## src/qtl_pkg.sv

```systemverilog
`timescale 1ns / 1ps
`default_nettype none

package qtl_pkg;

    localparam int NUM_ACTIONS = 4;
    localparam int IDX_W       = (NUM_ACTIONS > 1) ? $clog2(NUM_ACTIONS) : 1;
    localparam int CNT_W       = $clog2(NUM_ACTIONS + 1);

    localparam int PICK_W      = 16;

    localparam int VAL_W       = 32;
    localparam int MUL_A_W     = 34;
    localparam int MUL_B_W     = 18;
    localparam int ACC_W       = MUL_A_W + MUL_B_W;

    localparam int IN_DATA_W   = 144;
    localparam int OUT_DATA_W  = 88;
    localparam int CFG_IDX_W   = 3;
    localparam int CFG_DATA_W  = 16;

    localparam logic [1:0] ACT_SELECT = 2'd0;
    localparam logic [1:0] ACT_UPDATE = 2'd1;
    localparam logic [1:0] ACT_WRITE  = 2'd2;

    localparam logic [CFG_IDX_W-1:0] CFG_WEIGHT_THROUGHPUT = 3'd0;
    localparam logic [CFG_IDX_W-1:0] CFG_WEIGHT_BUFFER     = 3'd1;
    localparam logic [CFG_IDX_W-1:0] CFG_WEIGHT_RETRANSMIT = 3'd2;
    localparam logic [CFG_IDX_W-1:0] CFG_BUFFER_CAP        = 3'd3;
    localparam logic [CFG_IDX_W-1:0] CFG_LEARN_RATE        = 3'd4;
    localparam logic [CFG_IDX_W-1:0] CFG_DISCOUNT          = 3'd5;

    localparam logic [15:0] WEIGHT_THROUGHPUT_RST = 16'd768;
    localparam logic [15:0] WEIGHT_BUFFER_RST     = 16'd128;
    localparam logic [15:0] WEIGHT_RETRANSMIT_RST = 16'd512;
    localparam logic [7:0]  BUFFER_CAP_RST        = 8'd20;
    localparam logic [15:0] LEARN_RATE_RST        = 16'd6554;
    localparam logic [15:0] DISCOUNT_RST          = 16'd58982;

    localparam logic [15:0] RETRANS_ONE = 16'd256;
    localparam logic [16:0] LR_ONE      = 17'h10000;

    typedef struct packed {
        logic             en;
        logic [IDX_W-1:0] addr;
        logic [VAL_W-1:0] data;
    } qtl_wr_t;

    function automatic logic signed [VAL_W-1:0] sat_val(input logic signed [ACC_W-1:0] x);
        logic signed [VAL_W-1:0] res;
        if (!x[ACC_W-1] && (|x[ACC_W-2:VAL_W-1]))
            res = {1'b0, {(VAL_W-1){1'b1}}};
        else if (x[ACC_W-1] && !(&x[ACC_W-2:VAL_W-1]))
            res = {1'b1, {(VAL_W-1){1'b0}}};
        else
            res = x[VAL_W-1:0];
        return res;
    endfunction

endpackage

`default_nettype wire

```

## src/qtl_table.sv

```systemverilog
`timescale 1ns / 1ps
`default_nettype none

module qtl_table (
    input  wire logic                               clk,
    input  wire logic                               rst_n,
    input  wire qtl_pkg::qtl_wr_t                   wr,
    input  wire logic [qtl_pkg::IDX_W-1:0]          rd_addr,
    output logic signed [qtl_pkg::VAL_W-1:0]        rd_value
);
    import qtl_pkg::*;

    logic [VAL_W-1:0]       mem [NUM_ACTIONS];
    logic [NUM_ACTIONS-1:0] vld_reg;
    logic [VAL_W-1:0]       rd_data_reg;
    logic                   rd_vld_reg;

    always_ff @(posedge clk)
    begin
        if (wr.en)
        begin
            mem[wr.addr] <= wr.data;
        end
        rd_data_reg <= mem[rd_addr];
    end

    // entries never written read as zero
    always_ff @(posedge clk or negedge rst_n)
    begin
        if (!rst_n)
        begin
            vld_reg    <= '0;
            rd_vld_reg <= 1'b0;
        end
        else
        begin
            if (wr.en)
            begin
                vld_reg[wr.addr] <= 1'b1;
            end
            rd_vld_reg <= vld_reg[rd_addr];
        end
    end

    assign rd_value = rd_vld_reg ? $signed(rd_data_reg) : '0;

endmodule

`default_nettype wire

```

## src/q_table_epsilon_greedy_learner_top.sv

```systemverilog
`timescale 1ns / 1ps
`default_nettype none

// Q-value table with epsilon-greedy selection. Items arrive on the s_ stream
// (tuser = action: 0 select, 1 update, 2 write) and each gives one result on the
// m_ stream. Every item first scans the whole table through its single read port,
// one entry per cycle, to find the first largest entry (best_action). The explore
// choice, random_pick modulo NUM_ACTIONS, is taken when the item is accepted.
// An update item then runs eight steps through one shared 34x18 multiplier and
// accumulator: reward terms, discount*maxq, and the blend.
// The block takes one item at a time and a new one once the previous result is
// in the output register.
// The table reads as zero at reset; no clearing pass is needed.
module q_table_epsilon_greedy_learner_top (
    input  wire logic                                  clk,
    input  wire logic                                  rst_n,
    input  wire logic                                  s_tvalid,
    output logic                                       s_tready,
    // entry_index, tx_count, rx_count, buffer_before, buffer_after,
    // retrans_average, explore_chance, random_draw, random_pick, entry_value
    input  wire logic [qtl_pkg::IN_DATA_W-1:0]         s_tdata,
    // action
    input  wire logic [1:0]                            s_tuser,
    output logic                                       m_tvalid,
    input  wire logic                                  m_tready,
    // chosen_action, explored, best_action, new_value, reward_value
    output logic [qtl_pkg::OUT_DATA_W-1:0]             m_tdata,
    input  wire logic                                  cfg_wr_en,
    input  wire logic [qtl_pkg::CFG_IDX_W-1:0]         cfg_index,
    input  wire logic [qtl_pkg::CFG_DATA_W-1:0]        cfg_wdata
);
    import qtl_pkg::*;

    localparam logic [1:0] ST_IDLE   = 2'd0;
    localparam logic [1:0] ST_SCAN   = 2'd1;
    localparam logic [1:0] ST_ARITH  = 2'd2;
    localparam logic [1:0] ST_FINISH = 2'd3;

    localparam logic [2:0] STEP_LOAD    = 3'd0;
    localparam logic [2:0] STEP_DRAIN   = 3'd1;
    localparam logic [2:0] STEP_RETRANS = 3'd2;
    localparam logic [2:0] STEP_DISC    = 3'd3;
    localparam logic [2:0] STEP_INNER   = 3'd4;
    localparam logic [2:0] STEP_KEEP    = 3'd5;
    localparam logic [2:0] STEP_BLEND   = 3'd6;
    localparam logic [2:0] STEP_ROUND   = 3'd7;

    // control
    logic [1:0]        state_reg, state_next;
    logic [CNT_W-1:0]  scan_cnt_reg, scan_cnt_next;
    logic [2:0]        step_reg, step_next;
    logic              m_tvalid_reg, m_tvalid_next;
    logic [15:0]       wt_reg, wt_next;
    logic [15:0]       wb_reg, wb_next;
    logic [15:0]       wr_reg, wr_next;
    logic [7:0]        cap_reg, cap_next;
    logic [15:0]       lr_reg, lr_next;
    logic [15:0]       disc_reg, disc_next;

    // payload
    logic [1:0]                act_reg, act_next;
    logic [7:0]                idx_reg, idx_next;
    logic [7:0]                tx_reg, tx_next;
    logic [7:0]                rx_reg, rx_next;
    logic [7:0]                before_reg, before_next;
    logic [7:0]                after_reg, after_next;
    logic [15:0]               retrans_reg, retrans_next;
    logic [16:0]               eps_reg, eps_next;
    logic [15:0]               draw_reg, draw_next;
    logic signed [VAL_W-1:0]   value_reg, value_next;
    logic [IDX_W-1:0]          rem_reg, rem_next;
    logic [IDX_W-1:0]          best_reg, best_next;
    logic signed [VAL_W-1:0]   max_reg, max_next;
    logic signed [VAL_W-1:0]   q_reg, q_next;
    logic signed [ACC_W-1:0]   mul_reg, mul_next;
    logic signed [ACC_W-1:0]   acc_reg, acc_next;
    logic signed [VAL_W-1:0]   rew_reg, rew_next;
    logic signed [MUL_A_W-1:0] inner_reg, inner_next;
    logic signed [VAL_W-1:0]   new_reg, new_next;
    logic [OUT_DATA_W-1:0]     m_tdata_reg, m_tdata_next;

    logic signed [MUL_A_W-1:0] mul_a;
    logic signed [MUL_B_W-1:0] mul_b;
    logic                      idx_ok;
    logic [CNT_W-1:0]          scan_prev;
    logic [8:0]                tx_rx;
    logic [7:0]                diff;
    logic [7:0]                drain;
    logic [15:0]               rexcess;
    logic                      out_explored;
    logic [7:0]                out_chosen;
    logic signed [VAL_W-1:0]   out_new;
    logic signed [VAL_W-1:0]   out_rew;
    qtl_wr_t                   tbl_wr;
    logic [IDX_W-1:0]          rd_addr;
    logic signed [VAL_W-1:0]   rd_value;

    qtl_table u_table (
        .clk      (clk),
        .rst_n    (rst_n),
        .wr       (tbl_wr),
        .rd_addr  (rd_addr),
        .rd_value (rd_value)
    );

    assign s_tready = (state_reg == ST_IDLE);
    assign m_tvalid = m_tvalid_reg;
    assign m_tdata  = m_tdata_reg;

    assign idx_ok    = ({1'b0, idx_reg} < 9'(NUM_ACTIONS));
    assign scan_prev = scan_cnt_reg - CNT_W'(1);
    assign tx_rx     = {1'b0, tx_reg} + {1'b0, rx_reg};
    assign diff      = (before_reg > after_reg) ? (before_reg - after_reg) : 8'd0;
    assign drain     = (diff > cap_reg) ? cap_reg : diff;
    assign rexcess   = (retrans_reg > RETRANS_ONE) ? (retrans_reg - RETRANS_ONE) : 16'd0;

    always_comb
    begin
        state_next    = state_reg;
        scan_cnt_next = scan_cnt_reg;
        step_next     = step_reg;
        m_tvalid_next = m_tvalid_reg;
        wt_next       = wt_reg;
        wb_next       = wb_reg;
        wr_next       = wr_reg;
        cap_next      = cap_reg;
        lr_next       = lr_reg;
        disc_next     = disc_reg;
        act_next      = act_reg;
        idx_next      = idx_reg;
        tx_next       = tx_reg;
        rx_next       = rx_reg;
        before_next   = before_reg;
        after_next    = after_reg;
        retrans_next  = retrans_reg;
        eps_next      = eps_reg;
        draw_next     = draw_reg;
        value_next    = value_reg;
        rem_next      = rem_reg;
        best_next     = best_reg;
        max_next      = max_reg;
        q_next        = q_reg;
        acc_next      = acc_reg;
        rew_next      = rew_reg;
        inner_next    = inner_reg;
        new_next      = new_reg;
        m_tdata_next  = m_tdata_reg;
        mul_a         = '0;
        mul_b         = '0;
        tbl_wr        = '0;
        rd_addr       = '0;
        out_explored  = 1'b0;
        out_chosen    = 8'd0;
        out_new       = '0;
        out_rew       = '0;

        if (cfg_wr_en)
        begin
            unique case (cfg_index)
                CFG_WEIGHT_THROUGHPUT: wt_next   = cfg_wdata;
                CFG_WEIGHT_BUFFER:     wb_next   = cfg_wdata;
                CFG_WEIGHT_RETRANSMIT: wr_next   = cfg_wdata;
                CFG_BUFFER_CAP:        cap_next  = cfg_wdata[7:0];
                CFG_LEARN_RATE:        lr_next   = cfg_wdata;
                CFG_DISCOUNT:          disc_next = cfg_wdata;
                default: ;
            endcase
        end

        if (m_tvalid_reg && m_tready)
        begin
            m_tvalid_next = 1'b0;
        end

        unique case (state_reg)
            ST_IDLE:
            begin
                if (s_tvalid)
                begin
                    act_next      = s_tuser;
                    idx_next      = s_tdata[7:0];
                    tx_next       = s_tdata[15:8];
                    rx_next       = s_tdata[23:16];
                    before_next   = s_tdata[31:24];
                    after_next    = s_tdata[39:32];
                    retrans_next  = s_tdata[55:40];
                    eps_next      = s_tdata[72:56];
                    draw_next     = s_tdata[88:73];
                    rem_next      = IDX_W'(s_tdata[104:89] % PICK_W'(NUM_ACTIONS));
                    value_next    = $signed(s_tdata[136:105]);
                    scan_cnt_next = '0;
                    state_next    = ST_SCAN;
                end
            end
            ST_SCAN:
            begin
                if (scan_cnt_reg != CNT_W'(NUM_ACTIONS))
                    rd_addr = scan_cnt_reg[IDX_W-1:0];
                else if (idx_ok)
                    rd_addr = idx_reg[IDX_W-1:0];

                // read data is registered, so it arrives in the cycle after its address
                if (scan_cnt_reg == CNT_W'(1))
                begin
                    best_next = '0;
                    max_next  = rd_value;
                end
                else if (scan_cnt_reg != '0 && rd_value > max_reg)
                begin
                    best_next = scan_prev[IDX_W-1:0];
                    max_next  = rd_value;
                end

                if (scan_cnt_reg == CNT_W'(NUM_ACTIONS))
                begin
                    step_next  = STEP_LOAD;
                    state_next = (act_reg == ACT_UPDATE) ? ST_ARITH : ST_FINISH;
                end
                else
                begin
                    scan_cnt_next = scan_cnt_reg + CNT_W'(1);
                end
            end
            ST_ARITH:
            begin
                step_next = step_reg + 3'd1;
                unique case (step_reg)
                    STEP_LOAD:
                    begin
                        q_next = rd_value;
                        mul_a  = $signed(MUL_A_W'(tx_rx));
                        mul_b  = $signed(MUL_B_W'(wt_reg));
                    end
                    STEP_DRAIN:
                    begin
                        acc_next = mul_reg <<< 8;
                        mul_a    = $signed(MUL_A_W'(drain));
                        mul_b    = $signed(MUL_B_W'(wb_reg));
                    end
                    STEP_RETRANS:
                    begin
                        acc_next = acc_reg - (mul_reg <<< 8);
                        mul_a    = $signed(MUL_A_W'(rexcess));
                        mul_b    = $signed(MUL_B_W'(wr_reg));
                    end
                    STEP_DISC:
                    begin
                        acc_next = acc_reg - mul_reg;
                        mul_a    = MUL_A_W'(max_reg);
                        mul_b    = $signed(MUL_B_W'(disc_reg));
                    end
                    STEP_INNER:
                    begin
                        rew_next   = sat_val(acc_reg);
                        inner_next = MUL_A_W'(sat_val(acc_reg)) + MUL_A_W'(mul_reg >>> 16);
                        mul_a      = MUL_A_W'(q_reg);
                        mul_b      = $signed(MUL_B_W'(LR_ONE - {1'b0, lr_reg}));
                    end
                    STEP_KEEP:
                    begin
                        acc_next = mul_reg;
                        mul_a    = inner_reg;
                        mul_b    = $signed(MUL_B_W'(lr_reg));
                    end
                    STEP_BLEND:
                    begin
                        acc_next = acc_reg + mul_reg;
                    end
                    STEP_ROUND:
                    begin
                        new_next   = sat_val(acc_reg >>> 16);
                        state_next = ST_FINISH;
                    end
                endcase
            end
            ST_FINISH:
            begin
                if (!m_tvalid_reg || m_tready)
                begin
                    unique case (act_reg)
                        ACT_SELECT:
                        begin
                            out_explored = ({1'b0, draw_reg} < eps_reg);
                            out_chosen   = out_explored ? 8'(rem_reg) : 8'(best_reg);
                        end
                        ACT_UPDATE:
                        begin
                            out_rew = rew_reg;
                            if (idx_ok)
                            begin
                                out_new     = new_reg;
                                tbl_wr.en   = 1'b1;
                                tbl_wr.addr = idx_reg[IDX_W-1:0];
                                tbl_wr.data = new_reg;
                            end
                        end
                        ACT_WRITE:
                        begin
                            if (idx_ok)
                            begin
                                out_new     = value_reg;
                                tbl_wr.en   = 1'b1;
                                tbl_wr.addr = idx_reg[IDX_W-1:0];
                                tbl_wr.data = value_reg;
                            end
                        end
                        default: ;
                    endcase
                    m_tdata_next  = OUT_DATA_W'({out_rew, out_new, 8'(best_reg),
                                                 out_explored, out_chosen});
                    m_tvalid_next = 1'b1;
                    state_next    = ST_IDLE;
                end
            end
        endcase

        mul_next = mul_a * mul_b;
    end

    always_ff @(posedge clk or negedge rst_n)
    begin
        if (!rst_n)
        begin
            state_reg    <= ST_IDLE;
            scan_cnt_reg <= '0;
            step_reg     <= STEP_LOAD;
            m_tvalid_reg <= 1'b0;
            wt_reg       <= WEIGHT_THROUGHPUT_RST;
            wb_reg       <= WEIGHT_BUFFER_RST;
            wr_reg       <= WEIGHT_RETRANSMIT_RST;
            cap_reg      <= BUFFER_CAP_RST;
            lr_reg       <= LEARN_RATE_RST;
            disc_reg     <= DISCOUNT_RST;
        end
        else
        begin
            state_reg    <= state_next;
            scan_cnt_reg <= scan_cnt_next;
            step_reg     <= step_next;
            m_tvalid_reg <= m_tvalid_next;
            wt_reg       <= wt_next;
            wb_reg       <= wb_next;
            wr_reg       <= wr_next;
            cap_reg      <= cap_next;
            lr_reg       <= lr_next;
            disc_reg     <= disc_next;
        end
    end

    always_ff @(posedge clk)
    begin
        act_reg     <= act_next;
        idx_reg     <= idx_next;
        tx_reg      <= tx_next;
        rx_reg      <= rx_next;
        before_reg  <= before_next;
        after_reg   <= after_next;
        retrans_reg <= retrans_next;
        eps_reg     <= eps_next;
        draw_reg    <= draw_next;
        value_reg   <= value_next;
        rem_reg     <= rem_next;
        best_reg    <= best_next;
        max_reg     <= max_next;
        q_reg       <= q_next;
        mul_reg     <= mul_next;
        acc_reg     <= acc_next;
        rew_reg     <= rew_next;
        inner_reg   <= inner_next;
        new_reg     <= new_next;
        m_tdata_reg <= m_tdata_next;
    end

`ifndef SYNTHESIS
    a_arith_only_update: assert property (@(posedge clk) disable iff (!rst_n)
        (state_reg == ST_ARITH) |-> (act_reg == ACT_UPDATE))
        else $error("arithmetic sequence running for a non-update item");

    a_write_on_finish: assert property (@(posedge clk) disable iff (!rst_n)
        tbl_wr.en |-> (state_reg == ST_FINISH) && m_tvalid_next)
        else $error("table written outside result hand-off");

    a_rem_in_range: assert property (@(posedge clk) disable iff (!rst_n)
        (state_reg == ST_FINISH) |-> ({1'b0, rem_reg} < (IDX_W + 1)'(NUM_ACTIONS)))
        else $error("explore remainder out of range");

    a_chosen_in_range: assert property (@(posedge clk) disable iff (!rst_n)
        m_tvalid |-> ({1'b0, m_tdata[7:0]} < 9'(NUM_ACTIONS)))
        else $error("chosen action beyond table size");

    a_transfer_starts_scan: assert property (@(posedge clk) disable iff (!rst_n)
        (s_tvalid && s_tready) |=> (scan_cnt_reg == '0) && (state_reg == ST_SCAN))
        else $error("transfer did not start a new scan");
`endif

endmodule

`default_nettype wire

```

## config.mk

```make
export PLATFORM = sky130hd
export DESIGN_NAME = q_table_epsilon_greedy_learner_top
export DESIGN_NICKNAME = d
export VERILOG_FILES = /design/src/qtl_pkg.sv /design/src/qtl_table.sv /design/src/q_table_epsilon_greedy_learner_top.sv
export SDC_FILE = /design/constraint.sdc
export NUM_CORES = 2
export LEC_CHECK = 0
export BUFFER_PORTS_ARGS = -buffer_cell sky130_fd_sc_hd__buf_2
export CORE_AREA = 8 8 347 349
export DETAILED_ROUTE_END_ITERATION = 16
export DIE_AREA = 0 0 355 357
export MAX_ROUTING_LAYER = met4
export PLACE_DENSITY = 0.73
export SYNTH_ARGS = -nofsm -noshare
export SYNTH_HDL_FRONTEND = slang
export SYNTH_SLANG_ARGS = --single-unit
```

## constraint.sdc

```tcl
create_clock -name clk -period 18 [get_ports clk]
set_input_delay 1.8 -clock clk [delete_from_list [all_inputs] [get_ports clk]]
set_output_delay 1.8 -clock clk [all_outputs]
set_load 0.03 [all_outputs]
```

==> qor.yml <==
tightest_slew_ns: 1.41
wl_met3_um: 12900
dr_wl_met2_um: 76800
synth-main-ff-cell: "edfxtp_1"
grt_overflow: 0
cts_made_buffers: 75
fmax_mhz: 92.6
die-area_um2: 127000
area_growth_syn_to_layout_pct: 9.27
cp_common_cell: "fa_1"
drt_first_pass_iters: 9
grt_start_max_net_pins: 76
comb_power_share_pct: 55.6
crit_fanout: 11
max-clock-path-buffers: 3
die_height_um: 357
sw_frac_of_total_pct: 46.5
maxSlewViolCount: 0
synth_enable_flop_cells: 538
worstPathBufferInverterCount: 5
critical_path_arrival_ns: 11.39
initial_utilization_pct: 49.4
ios: 260
power.total_mw: 9.19
drt_drc_violations_left: 0
yosys_warnings: 0
period_needed_ns: 10.80
final_layout_size_suffix_gt1_share_pct: 10.2
worst_hold_path.num_cells: 0
clockRootBuffer: "clkbuf_16"
core_area_um2: 115000
wirelength_um: 164000
final-hold-violation-count: 0
ys_seq_elements: 724
worst_min_path_class: "register to register"
first_pass_grt_wire_length_um: 253000
synth.avg_cell_area_um2: 10.3
worst_setup_path_start_kind: "register"
htree_levels: 3
chipWidth_um: 355
globalRouteTotalUtil_pct: 26.3
switching_power_mw: 4.27
timing_worst_setup_path_type: "register to register"
route.vias.total: 42000
cp_data_required_time_ns: 18.59
first_iter_violations: 3934
max_reg_flops: 128
timing.critical_path.depth: 43
netlist_area_um2: 56800
status: "completed"
maxSlewHeadroom_pct: 5.79
cts.reportedPaths.clkPinSlew_ns: 0.07
highest-signal-layer: "met4"
cell_internal_pwr_mw: 4.92
rrSetupSlack_ns: 7.20
synthArstFlopShare_pct: 14.1
met1Wirelength_um: 67100
post_layout_net_count: 6720
floorplan.rows: 125
cts-hold-fix-buffers: 0
worst_r2r_path_depth: 43
critical-path-slowest-cell: "fa_1"
grt_pass1_vias: 43200
drtAntennaViolNets: 0
netlist_instances: 5523
tritoncts_clock_tree: "done"
critical_path.top_delay_family: "compound AO/OA/AOI/OAI gates"
pwr-share-clk_pct: 17.4
timing.final.setup_violations: 0
dp_hpwl_um: 126000
place_congestion: 0.963
pleak_nw: 25.5
worst_clock_skew_ns: 0.0327
insertion_delay_ns: 0.66
drv_cap: 0
power_per_cell_area_nw_per_um2: 148
final.setup.tns_ns: 0
worst_ir_drop_vdd_mv: 0.0884
detail_route.wl_per_cell_um: 22.6
biggest_cell_delay_along_the_critical_path_ns: 0.55
ctsResizeCount: 0
ys_seq_area_share_pct: 35.9
timing.final.crit_share_pct: 60.0
route.detailed.vias_per_inst: 5.79
netlist-cell-type-count: 92
post-cts-setup-buffers: 0
place.port_buffers: 219
sequentialPowerShare_pct: 27.1
numClockSinks: 724
crit_path_end_kind: "register"
grt_antenna_before_repair: 3
rsz0062_at_grt: "false"
stage by stage:
stage	setup slack (ns)	area, µm²	std cells	hold WS, ns	util [%]
2_1_floorplan	8.28	56900	5541	0.426	-
3_3_place_gp	7.44	59500	7101	0.446	51.7
3_5_place_dp	7.27	59500	7101	0.438	51.7
4_1_cts	7.28	62100	7241	0.458	53.9
5_1_grt	6.56	62100	7245	0.471	53.9
6_report	7.20	62100	7246	0.465	53.9
cell type report:
type	instances	area (µm²)
Antenna cell	5	12.5
Clock buffer	101	2180
Clock inverter	39	395
Fill cell	10100	53000
Inverter	753	2830
Multi-Input combinational cell	3818	32800
Sequential cell	724	20400
Tap cell	1524	1910
Timing Repair Buffer	282	1570
cells by family after synthesis:
group	synth area share, %
AND/OR/NAND/NOR	12.4
AO/OA/AOI/OAI	12.1
buffers and inverters	6.75
adder cells (fa/ha/maj)	27.1
flip-flops	35.9
XOR/XNOR	3.73
multiplexers	1.96
other	0.00660
cells in the mapped netlist (84+ instances only):
cell	instances	area (µm²)
o21ai_0	157	786
edfxtp_1	538	16200
mux2_2	91	1020
ha_1	340	4250
dfxtp_1	84	1680
nor2_1	479	1800
fa_1	556	11100
clkbuf_1	200	751
a21o_1	122	916
nor2b_1	85	532
nand2_1	567	2130
inv_1	753	2830
a21oi_1	226	1130
xnor2_1	165	1450
and2_1	134	838
worst paths after layout:
| check | startpoint | end |
|---|---|---|
| max | before_reg[0]$_DFFE_PP_ | mul_reg[45]$_DFF_P_ |
| min | best_reg[0]$_SDFFCE_PN0P_ | m_tdata[9]$_DFFE_PP_ |
| max reg2reg | before_reg[0]$_DFFE_PP_ | mul_reg[45]$_DFF_P_ |
| min reg2reg | best_reg[0]$_SDFFCE_PN0P_ | m_tdata[9]$_DFFE_PP_ |
| max in group asynchronous | rst_n | m_tvalid$_DFF_PN0_ |
| min in group asynchronous | rst_n | wr_reg[4]$_DFFE_PN0P_ |
routing by layer:
layer,up-vias,track usage (%)
met2,1672,41.8
li1,18900,-
met1,21100,33.6
met5,-,-
met4,0,9.91
met3,354,4.77
power by group through the flow:
stage	Sequential, mW	Clock, mW	Combinational (mW)
after floorplan	2.48	0	3.47
after global placement	2.50	0	4.93
after detailed placement	2.51	0	4.99
after CTS	2.48	1.61	5.05
after global routing	2.51	1.67	5.58
final	2.49	1.60	5.11
layout by cell type, fill, tap and decap left out, types with 18 or more instances in the layout:
cell,n
fa_1,556
a31oi_1,55
a21o_1,122
xnor2_1,165
ha_1,339
clkbuf_16,80
buf_4,64
mux2_2,91
a22oi_1,71
nand4_1,41
buf_2,218
nor2b_1,84
dfxtp_1,84
dfrtp_1,80
or3_1,24
a222oi_1,51
nor3_1,45
nand3_1,42
edfxtp_1,538
dfstp_2,22
and3_1,18
o21ai_0,156
o31ai_1,20
a21oi_1,225
and2_1,132
nand2_1,566
nand2b_1,53
o21a_1,67
inv_1,752
conb_1,19
xor2_1,77
o21bai_1,25
nor2_1,474
a211oi_1,50
Note: power is estimated with default switching activity, not from simulation.
